--- src/sv/exp_ts_pkg.sv ---
package exp_ts_pkg;

    localparam int DEF_MAX_TERMS = 63;
    localparam int DEF_FRAC_BITS = 32;

    localparam int X_W        = 6;
    localparam int N_W        = 6;
    localparam int AX_W       = 5;
    localparam int SUM_W      = 64;
    localparam int MAG_W      = 64;
    localparam int RADIX_BITS = 8;

    localparam logic signed [X_W-1:0] X_LIMIT = 6'sd16;

    typedef enum logic [4:0] {
        ST_IDLE = 5'b00001,
        ST_MUL  = 5'b00010,
        ST_DIV  = 5'b00100,
        ST_ACC  = 5'b01000,
        ST_DONE = 5'b10000
    } state_t;

endpackage

--- src/sv/exp_taylor_series.sv ---
// Partial Taylor sum of e^x: for each item (x_value, term_count) returns the sum of x^k/k!
// for k = 0..n as a signed 64-bit fixed-point value with FRAC_BITS fraction bits. x_value is
// clamped to -16..16 and term_count to MAX_TERMS. Each term is floor(|term| * |x| / k) with
// the sign applied afterwards, and the sum saturates to the 64-bit range. One item is in work
// at a time; src_stall stays high from acceptance until the result has been taken. An item
// with n = 0 reaches its result in the cycle after acceptance. Otherwise each term passes
// through the states ST_MUL, ST_DIV and ST_ACC: a multiply on the shared 64x5 multiplier,
// a division on the shared divider that retires 8 quotient bits a cycle, and an accumulate
// step. The sequence ends early once a term truncates to zero.
module exp_taylor_series
    import exp_ts_pkg::*;
#(
    parameter int MAX_TERMS = DEF_MAX_TERMS,
    parameter int FRAC_BITS = DEF_FRAC_BITS
)
(
    input  logic                    clk,
    input  logic                    rst_n,
    input  logic                    src_valid,
    output logic                    src_stall,
    input  logic signed [X_W-1:0]   x_value,
    input  logic [N_W-1:0]          term_count,
    output logic                    res_valid,
    input  logic                    res_stall,
    output logic signed [SUM_W-1:0] series_sum
);

    localparam int KW          = $clog2(MAX_TERMS + 1);
    localparam int PW          = MAG_W + AX_W;
    localparam int DIV_CYCLES  = (PW + RADIX_BITS - 1) / RADIX_BITS;
    localparam int DW          = DIV_CYCLES * RADIX_BITS;
    localparam int DCW         = $clog2(DIV_CYCLES);

    state_t                    state_reg, state_next;
    logic [KW-1:0]             k_reg, k_next;
    logic [KW-1:0]             n_reg, n_next;
    logic [AX_W-1:0]           ax_reg, ax_next;
    logic                      neg_reg, neg_next;
    logic [MAG_W-1:0]          mag_reg, mag_next;
    logic signed [SUM_W-1:0]   sum_reg, sum_next;
    logic [DW-1:0]             div_reg, div_next;
    logic [KW-1:0]             rem_reg, rem_next;
    logic [DCW-1:0]            dcnt_reg, dcnt_next;

    logic signed [X_W-1:0]     x_clamp;
    logic [AX_W-1:0]           ax_in;
    logic [KW-1:0]             n_in;
    logic [PW-1:0]             prod;
    logic [DW-1:0]             div_step;
    logic [KW-1:0]             rem_step;
    logic [MAG_W-1:0]          quot;
    logic signed [SUM_W-1:0]   term;
    logic signed [SUM_W:0]     sum_wide;
    logic signed [SUM_W-1:0]   sum_sat;

    assign src_stall  = (state_reg != ST_IDLE);
    assign res_valid  = (state_reg == ST_DONE);
    assign series_sum = sum_reg;

    always_comb
    begin
        if (x_value > X_LIMIT)
            x_clamp = X_LIMIT;
        else if (x_value < -X_LIMIT)
            x_clamp = -X_LIMIT;
        else
            x_clamp = x_value;
        ax_in = x_clamp[X_W-1] ? AX_W'(-x_clamp) : AX_W'(x_clamp);
        n_in  = (int'(term_count) > MAX_TERMS) ? KW'(MAX_TERMS) : KW'(term_count);
    end

    assign prod = {{AX_W{1'b0}}, mag_reg} * {{MAG_W{1'b0}}, ax_reg};

    // restoring division, RADIX_BITS quotient bits per cycle
    always_comb
    begin
        logic [KW:0]   sh;
        logic [KW-1:0] r;
        logic [DW-1:0] d;
        r = rem_reg;
        d = div_reg;
        for (int i = 0; i < RADIX_BITS; i++)
        begin
            sh = {r, d[DW-1]};
            d  = d << 1;
            if (sh >= {1'b0, k_reg})
            begin
                sh   = sh - {1'b0, k_reg};
                d[0] = 1'b1;
            end
            r = sh[KW-1:0];
        end
        div_step = d;
        rem_step = r;
    end

    assign quot = div_reg[MAG_W-1:0];

    always_comb
    begin
        term = $signed(quot);
        if (neg_reg && k_reg[0])
            term = -term;
        sum_wide = {sum_reg[SUM_W-1], sum_reg} + {term[SUM_W-1], term};
        if (sum_wide[SUM_W] != sum_wide[SUM_W-1])
            sum_sat = sum_wide[SUM_W] ? {1'b1, {(SUM_W-1){1'b0}}} : {1'b0, {(SUM_W-1){1'b1}}};
        else
            sum_sat = sum_wide[SUM_W-1:0];
    end

    always_comb
    begin
        state_next = state_reg;
        k_next     = k_reg;
        n_next     = n_reg;
        ax_next    = ax_reg;
        neg_next   = neg_reg;
        mag_next   = mag_reg;
        sum_next   = sum_reg;
        div_next   = div_reg;
        rem_next   = rem_reg;
        dcnt_next  = dcnt_reg;
        unique case (state_reg)
            ST_IDLE:
            begin
                if (src_valid)
                begin
                    ax_next    = ax_in;
                    neg_next   = x_clamp[X_W-1];
                    n_next     = n_in;
                    k_next     = KW'(1);
                    mag_next   = MAG_W'(1) << FRAC_BITS;
                    sum_next   = $signed(MAG_W'(1) << FRAC_BITS);
                    state_next = (n_in == '0) ? ST_DONE : ST_MUL;
                end
            end
            ST_MUL:
            begin
                div_next   = DW'(prod);
                rem_next   = '0;
                dcnt_next  = '0;
                state_next = ST_DIV;
            end
            ST_DIV:
            begin
                div_next  = div_step;
                rem_next  = rem_step;
                dcnt_next = dcnt_reg + 1'b1;
                if (dcnt_reg == DCW'(DIV_CYCLES - 1))
                    state_next = ST_ACC;
            end
            ST_ACC:
            begin
                mag_next = quot;
                if (quot == '0)
                    state_next = ST_DONE;
                else
                begin
                    sum_next = sum_sat;
                    if (k_reg == n_reg)
                        state_next = ST_DONE;
                    else
                    begin
                        k_next     = k_reg + 1'b1;
                        state_next = ST_MUL;
                    end
                end
            end
            ST_DONE:
            begin
                if (!res_stall)
                    state_next = ST_IDLE;
            end
            default:
            begin
                state_next = ST_IDLE;
            end
        endcase
    end

    always_ff @(posedge clk or negedge rst_n)
    begin
        if (!rst_n)
            state_reg <= ST_IDLE;
        else
            state_reg <= state_next;
    end

    always_ff @(posedge clk)
    begin
        k_reg    <= k_next;
        n_reg    <= n_next;
        ax_reg   <= ax_next;
        neg_reg  <= neg_next;
        mag_reg  <= mag_next;
        sum_reg  <= sum_next;
        div_reg  <= div_next;
        rem_reg  <= rem_next;
        dcnt_reg <= dcnt_next;
    end

endmodule

--- config.mk ---
export PLATFORM = sky130hd
export DESIGN_NAME = exp_taylor_series
export DESIGN_NICKNAME = d
export VERILOG_FILES = /design/src/sv/exp_ts_pkg.sv /design/src/sv/exp_taylor_series.sv
export SDC_FILE = /design/constraint.sdc
export NUM_CORES = 1
export LEC_CHECK = 0
export BUFFER_PORTS_ARGS = -buffer_cell sky130_fd_sc_hd__buf_2
export CAP_MARGIN = 15
export CORE_MARGIN = 10
export CORE_UTILIZATION = 45
export CTS_CLUSTER_SIZE = 16
export DETAILED_ROUTE_END_ITERATION = 8
export GPL_TIMING_DRIVEN = 0
export PLACE_DENSITY_LB_ADDON = 0.15
export SKIP_CTS_REPAIR_TIMING = 1
export SKIP_LAST_GASP = 1
export SYNTH_ARGS = -nofsm -noshare
export SYNTH_HDL_FRONTEND = slang
export SYNTH_SLANG_ARGS = --single-unit
--- constraint.sdc ---
create_clock -name clk -period 40.6 [get_ports clk]
set_clock_uncertainty 0.05 [all_clocks]
set_input_delay 6.09 -clock clk [delete_from_list [all_inputs] [get_ports clk]]
set_output_delay 6.09 -clock clk [all_outputs]
set_load 0.02 [all_outputs]
# == Word level (Yosys, flattened, before mapping) ==
# Index checks and enable logic that the tools add are counted.
# totals
ff_bits,233
input_bits,16
out_inout_bits,66
wordCells,98
# op_classes
n_addsub,13
mul,1
order_cmp,10
eq_ne,14
muxes,40
reduce_logical,10
# ops
cell,count
$mux 64,5
$pmux 64 s2,2
$pmux 72 s2,1
$mux 6,13
$mul 64x5->69,1
$add 64x64->65,1
$logic_not 64->1,1
$neg 64->64,1
$ge 7x6->1,8
$sub 6x6->6,8
$mux 5,7
$pmux 5 s5,1
$pmux 6 s2,2
$ne 2x2->1 const B,5
$mux 1,8
$pmux 4 s2,1
$add 6x1->6 const B,1
$eq 6x6->1,1
$gt 6x6->1 const B,1
$logic_not 6->1,1
$lt 6x5->1 const B,1
$reduce_and 3->1,2
$eq 5x1->1 const B,1
$eq 5x2->1 const B,1
other kinds (12),14

# == Logic depth before layout (Yosys ltp) ==
# Gate-level depths: netlist of run 1.
# depth
word_depth,17
mapped_depth,80
mapped_depth_nobuf,77

# == Worst setup path before layout of run 1 ==
# No wires, ideal clock.
# synth_timing
path_kind,reg-to-reg
from,register k_reg[1]
to,"register rem_reg[2], data pin"
setup_ns,0.262
arrival_ns,15.420
required_ns,40.288
slack_ns,24.868
path_stages_with_launch,77
path_buffers,4
period_less_slack_ns,15.732
path_cell_list,edfxtp_1 > inv_1 > ha_1 > nand2_1 > o21ai_1 > a21o_1 > buf_6 > mux2i_1 > inv_1 > ha_1 > o21ai_0 > a21oi_1 > o21ai_0 > a21boi_1 > nor2_4 > mux2_2 > inv_1 > ha_1 > (+41 left out) > nor2b_1 > o21ai_0 > nand2b_1 > a21o_1 > a21o_1 > a31o_2 > a21o_1 > nor2_1 > a22o_2 > mux2i_1 > ha_1 > a21o_1 > a21o_1 > a21o_1 > a21o_1 > a211o_1 > nor2_8 > mux2_1
# synth_via
elab_chain_cells,17
word_cells_on_any_way,25
cone_classes,add/sub (8); order compare (8); mux (9)
# synth_rtl
element,line_no,text
from (decl),exp_taylor_series.sv:35,"logic [KW-1:0] k_reg, k_next;"
from (signal assigned),exp_taylor_series.sv:191,k_reg <= k_next;
$sub 6x6->6 / $ge 7x6->1 (equally long branches),"exp_taylor_series.sv:88, exp_taylor_series.sv:86",
$mux 6,exp_taylor_series.sv:86,"if (sh >= {1'b0, k_reg})"
$sub 6x6->6 / $ge 7x6->1 (equally long branches),"exp_taylor_series.sv:88, exp_taylor_series.sv:86",
$mux 6,exp_taylor_series.sv:86,
$sub 6x6->6 / $ge 7x6->1 (equally long branches),"exp_taylor_series.sv:88, exp_taylor_series.sv:86",
$mux 6,exp_taylor_series.sv:86,
$sub 6x6->6 / $ge 7x6->1 (equally long branches),"exp_taylor_series.sv:88, exp_taylor_series.sv:86",
$mux 6,exp_taylor_series.sv:86,
$sub 6x6->6 / $ge 7x6->1 (equally long branches),"exp_taylor_series.sv:88, exp_taylor_series.sv:86",
$mux 6,exp_taylor_series.sv:86,
$ge 7x6->1 / $sub 6x6->6 (equally long branches),"exp_taylor_series.sv:86, exp_taylor_series.sv:88",
$mux 6,exp_taylor_series.sv:86,
$sub 6x6->6 / $ge 7x6->1 (equally long branches),"exp_taylor_series.sv:88, exp_taylor_series.sv:86",
$mux 6,exp_taylor_series.sv:86,
$sub 6x6->6 / $ge 7x6->1 (equally long branches),"exp_taylor_series.sv:88, exp_taylor_series.sv:86",
$mux 6 (*),exp_taylor_series.sv:86,
$pmux 6 s2 (*),exp_taylor_series.sv:123,unique case (state_reg)
to (signal assigned),exp_taylor_series.sv:198,rem_reg <= rem_next;
to (decl),exp_taylor_series.sv:42,"logic [KW-1:0] rem_reg, rem_next;"
# Mark *: on every way between the ends. The rest lies on a longest branch, timed or not.
# A chain may end at the register's enable or synchronous reset.

# == Final worst setup path of run 1 ==
# Ends and elaborated chain as after synthesis.

==> results.txt, run 1 <==
FP Rows: 88
WP data required: 40.85 ns
area grow syn2layout: 9.60%
Synth top area share: 0.263
cell accounting for the most synthesized area: edfxtp_1
Clock Tree Root: clkbuf_16
Num CTS Buffers: 29
multi-input logic area: 0.0178 mm2
adder-cell share of the synthesized area: 0.243
nets: 3412
DR iter-0 viols: 1753
Post-synth top flop: edfxtp_1
vias in the first global route: 21800
Cell Area, Synth: 0.0261 mm2
Crit. End Element: flip-flop
Core ar.: 0.0575 mm2
post-route ant nets: 0
clock tree from TritonCTS: built
max-slew violations: 0
Worst-path clk slew: 0.06 ns
largest family of logic cells by synthesized area: adder cells
multiplexer share of the synthesized area: 0.0145
GRT overflow: 0
Post-Route WL: 78.8 mm
critical path fanouts, max: 10
most frequent cells in the layout: nand2_1, a21oi_1, edfxtp_1
Max Clock Freq: 0.0529 GHz
ys async rst share: 0.0215
Worst path slowest cell: edfxtp_1
post-synthesis register bit count: 233
Hold Vio Cnt, Final: 0
number of synthesized flops with an enable pin: 228
placed wire-length estimate: 64.2 mm
most frequent CP cell: a21o_1
delay-heaviest family, CP: compound AO/OA/AOI/OAI gates
Seq/Total Area, Yosys: 0.268
CP Buf/Inv Count: 9
slowest stage delay, CP: 0.82 ns
Final Core Density: 0.497
Crit Path Category: flip-flop to flip-flop
Synth Area in XOR/XNOR: 0.0736
max cap viols: 0
Die Area: 0.0679 mm2
Initial DRT Pass Iterations: 5
post-DR vias/cell: 5.70
total track usage: 0.231
layout cell share with drive strength beyond 1: 0.0558
Arrival @ worst endpoint: 19.16 ns
YS warnings: 0
Yosys cell types: 79
top cells by area, synth: edfxtp_1, fa_1, ha_1, nand2_1, and2_1
Largest register FFs: 72
Worst-Margin Slew: 1.05 ns
H-tree levels: 1
final setup violation count: 0
I/O pin total: 82
Die Span X: 261 um
status: finished clean
clk_lat worst skew: 0.58 ns
Tmin final: 18.92 ns
DRC Markers: 0
CTS Buffer Depth: 3
GP Congestion: 0.914
largest net degree at the start of global routing: 65
vias: 21600
FF+latch area: 0.00697 mm2
simple-gate area share of the yosys netlist: 0.177
WL per Instance: 20.8 um
I/O Buffers: 79
Slew Limit Headroom: 0.303
Fin Setup TNS: 0 ns
initial antenna violation count: 1
Hold WC Path Type: flip-flop to flip-flop
# clock sinks: 233
unrepaired setup endpoints after global routing: no
first-pass GRT wire length: 124 mm
syn nets: 3299
Initial Utilization: 0.453
Synth Area in Compound Gates: 0.176
Die H: 261 um
commonest non-fill, non-tap cell in the layout: nand2_1
Worst setup SP type: flip-flop
Gate Count Post-Synth: 2894
Mean Syn Cell Area: 9.00 um2
FILL cells: 5444
period utilization: 0.466
==> layout make-up <==
cell class                 count  share of cell area
buffer                       114              0.0156
sequential                   233               0.244
inverter                     219              0.0289
antenna                        1           0.0000876
multi-input combinational   2328               0.624
clock buffer                  35              0.0269
tap                          765              0.0335
timing repair buffer          82              0.0162
clock inverter                19              0.0101
==> metrics by stage <==
stage	setup WS, ns	hold slack [ns]	cell area (um2)	instances
after floorplan	24.87	0.510	26100	2894
after global placement	22.17	0.556	27400	3738
after detailed placement	21.88	0.561	27500	3741
after CTS	21.81	0.577	28500	3795
after global routing	20.31	0.605	28500	3795
final	21.68	0.570	28600	3796
==> tightest hold or removal path, cell delays in order (launching register included) <==
cell,delay (ns)
edfxtp_1,0.33
inv_1,0.08
nor2_1,0.10
==> cells in the mapped netlist (15+ instances only) <==
| cell | n |
|---|---|
| a21o_1 | 113 |
| o21bai_1 | 34 |
| nor3_1 | 32 |
| mux2i_1 | 20 |
| o31ai_1 | 15 |
| o21ai_0 | 190 |
| nor2b_1 | 33 |
| nand2b_1 | 35 |
| nand2_1 | 338 |
| o21a_1 | 17 |
| a21oi_1 | 234 |
| nand4_1 | 23 |
| xor2_1 | 104 |
| inv_1 | 219 |
| ha_1 | 194 |
| nand3_1 | 33 |
| nor2_1 | 177 |
| xnor2_1 | 115 |
| clkbuf_1 | 109 |
| fa_1 | 195 |
| and3_1 | 25 |
| edfxtp_1 | 228 |
| a31oi_1 | 23 |
| and2_1 | 198 |
==> cell families after synthesis <==
| kind of cell | count (synthesis) |
|---|---|
| xor+xnor | 219 |
| buf+inv | 333 |
| fa+ha+maj | 389 |
| mux | 35 |
| flops | 233 |
| compound gates | 739 |
| simple gates | 946 |
==> path summary, 6_finish.rpt <==
path                             start           end  slack (ns)  depth (start not counted)
setup / recovery              k_reg[1]    rem_reg[2]       21.68                         76
hold / removal             div_reg[63]   mag_reg[63]        0.57                          2
setup reg to reg              k_reg[1]    rem_reg[2]       21.68                         76
hold reg to reg            div_reg[63]   mag_reg[63]        0.57                          2
max in group asynchronous        rst_n  state_reg[0]       35.01                          1
min in group asynchronous        rst_n  state_reg[3]        5.28                          1
==> layer usage <==
layer  GRT usage  wire length [um]  vias to the layer above  part of all wire
met4      0.0533              1630                        0             0.021
met2       0.361             35100                      641              0.45
li1            -                 -                    10300                 -
met5           0                 0                        -                 0
met3      0.0342              5030                       77             0.064
met1       0.331             37000                    10600              0.47
Power of run 1 is left out: the tool's default activity adds up to more than one toggle a clock period on the data nets, which glitch-free logic cannot reach.
==> run 2, diff against run 1 <==
==> constraint.sdc (replaced) <==
create_clock -name clk -period 16.83 [get_ports clk]
set_clock_uncertainty 0.05 [all_clocks]
set_input_delay 2.5245 -clock clk [delete_from_list [all_inputs] [get_ports clk]]
set_output_delay 2.5245 -clock clk [all_outputs]
set_load 0.02 [all_outputs]
==> results.txt, run 2 (same netlist as run 1, synthesis figures left out) <==
status: finished clean
Initial Utilization: 0.453 (unchanged)
max cap viols: 0 (unchanged)
FP Rows: 88 (unchanged)
Worst-Margin Slew: 1.04 ns (-0.00783 ns)
Die Span X: 261 um (unchanged)
DRC Markers: 0 (unchanged)
Crit. End Element: flip-flop
first-pass GRT wire length: 124 mm (unchanged)
Largest register FFs: 72 (unchanged)
Die Area: 0.0679 mm2 (unchanged)
GRT overflow: 0 (unchanged)
GP Congestion: 0.914 (unchanged)
Arrival @ worst endpoint: 16.31 ns (-2.85 ns)
Num CTS Buffers: 29 (unchanged)
FILL cells: 5391 (-0.97%)
Worst-path clk slew: 0.07 ns (about the same)
post-route ant nets: 0 (unchanged)
largest net degree at the start of global routing: 65 (unchanged)
crit path from: k_reg[3]
Clock Tree Root: clkbuf_16
layout cell share with drive strength beyond 1: 0.0804 (+0.0247)
worst hold slack: 0.568 ns (-0.00203 ns)
ant diodes: 0 (-1)
initial antenna violation count: 1 (unchanged)
Max Clock Freq: 0.0623 GHz (+18%)
nets: 3465 (+1.6%)
CTS Buffer Depth: 3 (unchanged)
Hold Vio Cnt, Final: 0 (unchanged)
WL per Instance: 20.6 um (-0.56%)
period utilization: 0.954 (+0.488)
flop2flop setup slack: 0.77 ns (-20.91 ns)
Worst setup SP type: flip-flop
slowest stage delay, CP: 0.44 ns (-0.38 ns)
post-DR vias/cell: 5.66 (-0.75%)
area grow syn2layout: 11.9%
WP data required: 17.08 ns (-23.77 ns)
# clock sinks: 233 (unchanged)
FF-to-FF Start: k_reg[3]
DR iter-0 viols: 1671 (-4.7%)
vias: 21800 (+0.61%)
Die H: 261 um (unchanged)
Initial DRT Pass Iterations: 5 (unchanged)
I/O pin total: 82 (unchanged)
Hold WC Path Type: flip-flop to flip-flop
placed wire-length estimate: 64.2 mm (unchanged)
post-route cell area: 0.0292 mm2 (+2.1%)
Post-Route WL: 79.4 mm (+0.80%)
commonest non-fill, non-tap cell in the layout: nand2_1
Tmin final: 16.06 ns (-2.86 ns)
max-slew violations: 0 (unchanged)
CP Buf/Inv Count: 9 (unchanged)
vias in the first global route: 21800 (unchanged)
Post-Place Cell Area: 0.0275 mm2 (unchanged)
final setup violation count: 0 (unchanged)
delay-heaviest family, CP: compound AO/OA/AOI/OAI gates
most frequent cells in the layout: nand2_1, a21oi_1, edfxtp_1
Crit Path Category: flip-flop to flip-flop
clk_lat worst skew: 0.58 ns (about the same)
Slew Limit Headroom: 0.308 (+0.00522)
Core ar.: 0.0575 mm2 (unchanged)
total track usage: 0.231 (unchanged)
clock tree from TritonCTS: built
H-tree levels: 1 (unchanged)
I/O Buffers: 79 (unchanged)
most frequent CP cell: a21o_1
Hold Startpoint: div_reg[63]
critical path fanouts, max: 10 (unchanged)
Worst path slowest cell: edfxtp_1
## run 2: cell count changes in the layout (fill, tap and decap cells not counted), sizes merged
cell,before,now
inv,220,215
diode,1,0
clkinvlp,5,11
buf,87,139
## run 2: worst paths after layout
| kind | end | depth (start not counted) |
|---|---|---|
| hold / removal | mag_reg[63] | 2 |
| min in group asynchronous | state_reg[1] | 1 |
| setup reg to reg | rem_reg[2] | 77 |
| max in group asynchronous | state_reg[0] | 1 |
| setup / recovery | rem_reg[2] | 77 |
| hold reg to reg | mag_reg[63] | 2 |
## run 2: layout make-up
type | instances | area (um2) | area share
Timing Repair Buffer | 134 | 891 | 0.0306
Inverter | 219 | 843 | 0.0289
Buffer | 114 | 454 | 0.0156
Sequential cell | 233 | 6970 | 0.239
Multi-Input combinational cell | 2328 | 18000 | 0.617
Clock inverter | 19 | 288 | 0.00987
Timing Repair inverter | 1 | 5.00 | 0.000172
Tap cell | 765 | 957 | 0.0328
Clock buffer | 35 | 768 | 0.0263
## run 2: per-layer routing
metal,global-route usage,routed length [um],vias to the layer above
li1,-,-,10400
met1,0.331,37700,10700
met2,0.361,35600,561
met3,0.0342,4500,79
met4,0.0533,1670,0
met5,0,0,-
## run 2: metrics by stage
step / setup TNS [ns] / utilization / setup WS, ns / instances
finish: 0 / 0.507 / 0.772 / 3848
floorplan: 0 / - / 1.10 / 2894
detailed placement: -12.01 / 0.478 / -1.89 / 3741
global route: -0.401 / 0.507 / -0.121 / 3848
global placement: -10.05 / 0.477 / -1.60 / 3738
CTS: -12.57 / 0.497 / -1.96 / 3795
## run 2: tightest hold or removal path, delay by kind of cell (launching register included)
kind,cells,cell delay (ns)
flip-flops,1,0.33
AND/OR/NAND/NOR,1,0.10
buffers and inverters,1,0.08
Power of run 2 is left out for the same reason.
==> run 3, diff against run 2 <==
--- a/config.mk
+++ b/config.mk
@@ -12,7 +12,7 @@
 export CTS_CLUSTER_SIZE = 16
 export DETAILED_ROUTE_END_ITERATION = 8
 export GPL_TIMING_DRIVEN = 0
-export PLACE_DENSITY_LB_ADDON = 0.15
+export PLACE_DENSITY = 0.72
 export SKIP_CTS_REPAIR_TIMING = 1
 export SKIP_LAST_GASP = 1
 export SYNTH_ARGS = -nofsm -noshare
==> results.txt, run 3 (same netlist as run 1, synthesis figures left out) <==
status: finished clean
period utilization: 0.966 (+0.0119)
commonest non-fill, non-tap cell in the layout: nand2_1
DRC Markers: 0 (unchanged)
GP Congestion: 0.932 (+1.9%)
clk_lat worst skew: 0.57 ns (about the same)
Worst-path clk slew: 0.06 ns (about the same)
Initial DRT Pass Iterations: 6 (+1)
vias: 21900 (+0.78%)
layout cell share with drive strength beyond 1: 0.0740 (-0.00643)
FP Rows: 88 (unchanged)
Worst setup SP type: flip-flop
initial antenna violation count: 0 (-1)
Max Clock Freq: 0.0615 GHz (-1.2%)
Final Core Density: 0.503 (-0.00414)
total track usage: 0.215 (-0.0155)
Hold Vio Cnt, Final: 0 (unchanged)
I/O pin total: 82 (unchanged)
WL per Instance: 19.5 um (-5.3%)
worst hold slack: 0.581 ns (+0.0131 ns)
Arrival @ worst endpoint: 16.53 ns (+0.22 ns)
Slew Limit Headroom: 0.274 (-0.0347)
ant diodes: 0 (unchanged)
most frequent CP cell: a21o_1
DR iter-0 viols: 1839 (+10%)
max cap viols: 0 (unchanged)
Num CTS Buffers: 28 (-3.4%)
clock tree from TritonCTS: built
post-route ant nets: 0 (unchanged)
reg2reg path depth: 76 (-1.3%)
FILL cells: 5383 (-0.15%)
most frequent cells in the layout: nand2_1, a21oi_1, edfxtp_1
flop2flop setup slack: 0.57 ns (-0.20 ns)
Largest register FFs: 72 (unchanged)
Crit. End Element: flip-flop
RR Endpoint: rem_reg[2]
Fin Setup TNS: 0 ns (unchanged)
Clock Tree Root: clkbuf_16
post-DR vias/cell: 5.73 (+1.2%)
Worst path slowest cell: edfxtp_1
WHS Endpoint: div_reg[44]
Crit Path Category: flip-flop to flip-flop
max-slew violations: 0 (unchanged)
Tmin final: 16.26 ns (+0.201 ns)
critical path fanouts, max: 10 (unchanged)
Initial Utilization: 0.453 (unchanged)
Core ar.: 0.0575 mm2 (unchanged)
CTS Buffer Depth: 3 (unchanged)
placed wire-length estimate: 58.7 mm (-8.5%)
Die Span X: 261 um (unchanged)
Hold Startpoint: div_reg[36]
Die H: 261 um (unchanged)
first-pass GRT wire length: 117 mm (-5.6%)
area grow syn2layout: 11.0%
WP data required: 17.10 ns (+0.02 ns)
Worst-Margin Slew: 1.06 ns (+0.0246 ns)
GRT overflow: 0 (unchanged)
H-tree levels: 1 (unchanged)
vias in the first global route: 21400 (-1.8%)
Hold WC Path Type: flip-flop to flip-flop
nets: 3451 (-0.40%)
final setup violation count: 0 (unchanged)
Post-Route WL: 74.9 mm (-5.7%)
Die Area: 0.0679 mm2 (unchanged)
FF-to-FF Start: k_reg[1]
largest net degree at the start of global routing: 65 (unchanged)
worst hold path depth: 2 (unchanged)
slowest stage delay, CP: 0.53 ns (+0.09 ns)
I/O Buffers: 79 (unchanged)
# clock sinks: 233 (unchanged)
-- run 3: cell type report --
type / instances / area (um2) / share of cell area
clock buffer: 31 / 733 / 0.0254
sequential: 233 / 6970 / 0.241
tap: 765 / 957 / 0.0331
buffer: 114 / 454 / 0.0157
multi-input combinational: 2328 / 17900 / 0.621
inverter: 219 / 843 / 0.0292
timing repair buffer: 122 / 771 / 0.0267
clock inverter: 20 / 238 / 0.00822
-- run 3: metal layers --
| layer | vias up | part of all wire | GRT usage |
|---|---|---|---|
| met2 | 828 | 0.45 | 0.338 |
| met5 | - | 0 | 0 |
| li1 | 10400 | - | - |
| met3 | 115 | 0.079 | 0.0328 |
| met1 | 10600 | 0.44 | 0.302 |
| met4 | 0 | 0.029 | 0.0652 |
-- run 3: worst max-delay path by stage --
stage          startpoint          to  slack [ns]  cells after the start
6_report         k_reg[1]  rem_reg[2]        0.57                     76
5_1_grt          k_reg[1]  rem_reg[2]       -0.22                     76
4_1_cts          k_reg[1]  rem_reg[2]       -1.64                     78
3_5_place_dp     k_reg[1]  rem_reg[2]       -1.58                     78
3_3_place_gp     k_reg[1]  rem_reg[2]       -1.40                     77
2_1_floorplan    k_reg[1]  rem_reg[2]        1.10                     76
-- run 3: worst max-delay path: cells and delay by family, from the launching register on --
kind                       cells  cell delay [ns]
xor gates and xnor gates       1             0.09
DFF                            1             0.53
buffers and inverters          9             1.32
adders and majority gates      8             2.44
AOI/OAI and AO/OA             35             7.22
muxes                          6             1.80
and+or+nand+nor               17             2.55
-- run 3: stage by stage --
step	cells	instance area (um2)	worst slack [ns]
after floorplan	2894	26100	1.10
after global placement	3738	27400	-1.40
after detailed placement	3741	27500	-1.58
after CTS	3792	28500	-1.64
after global routing	3832	28900	-0.222
final	3832	28900	0.571
Power of run 3 is left out for the same reason.
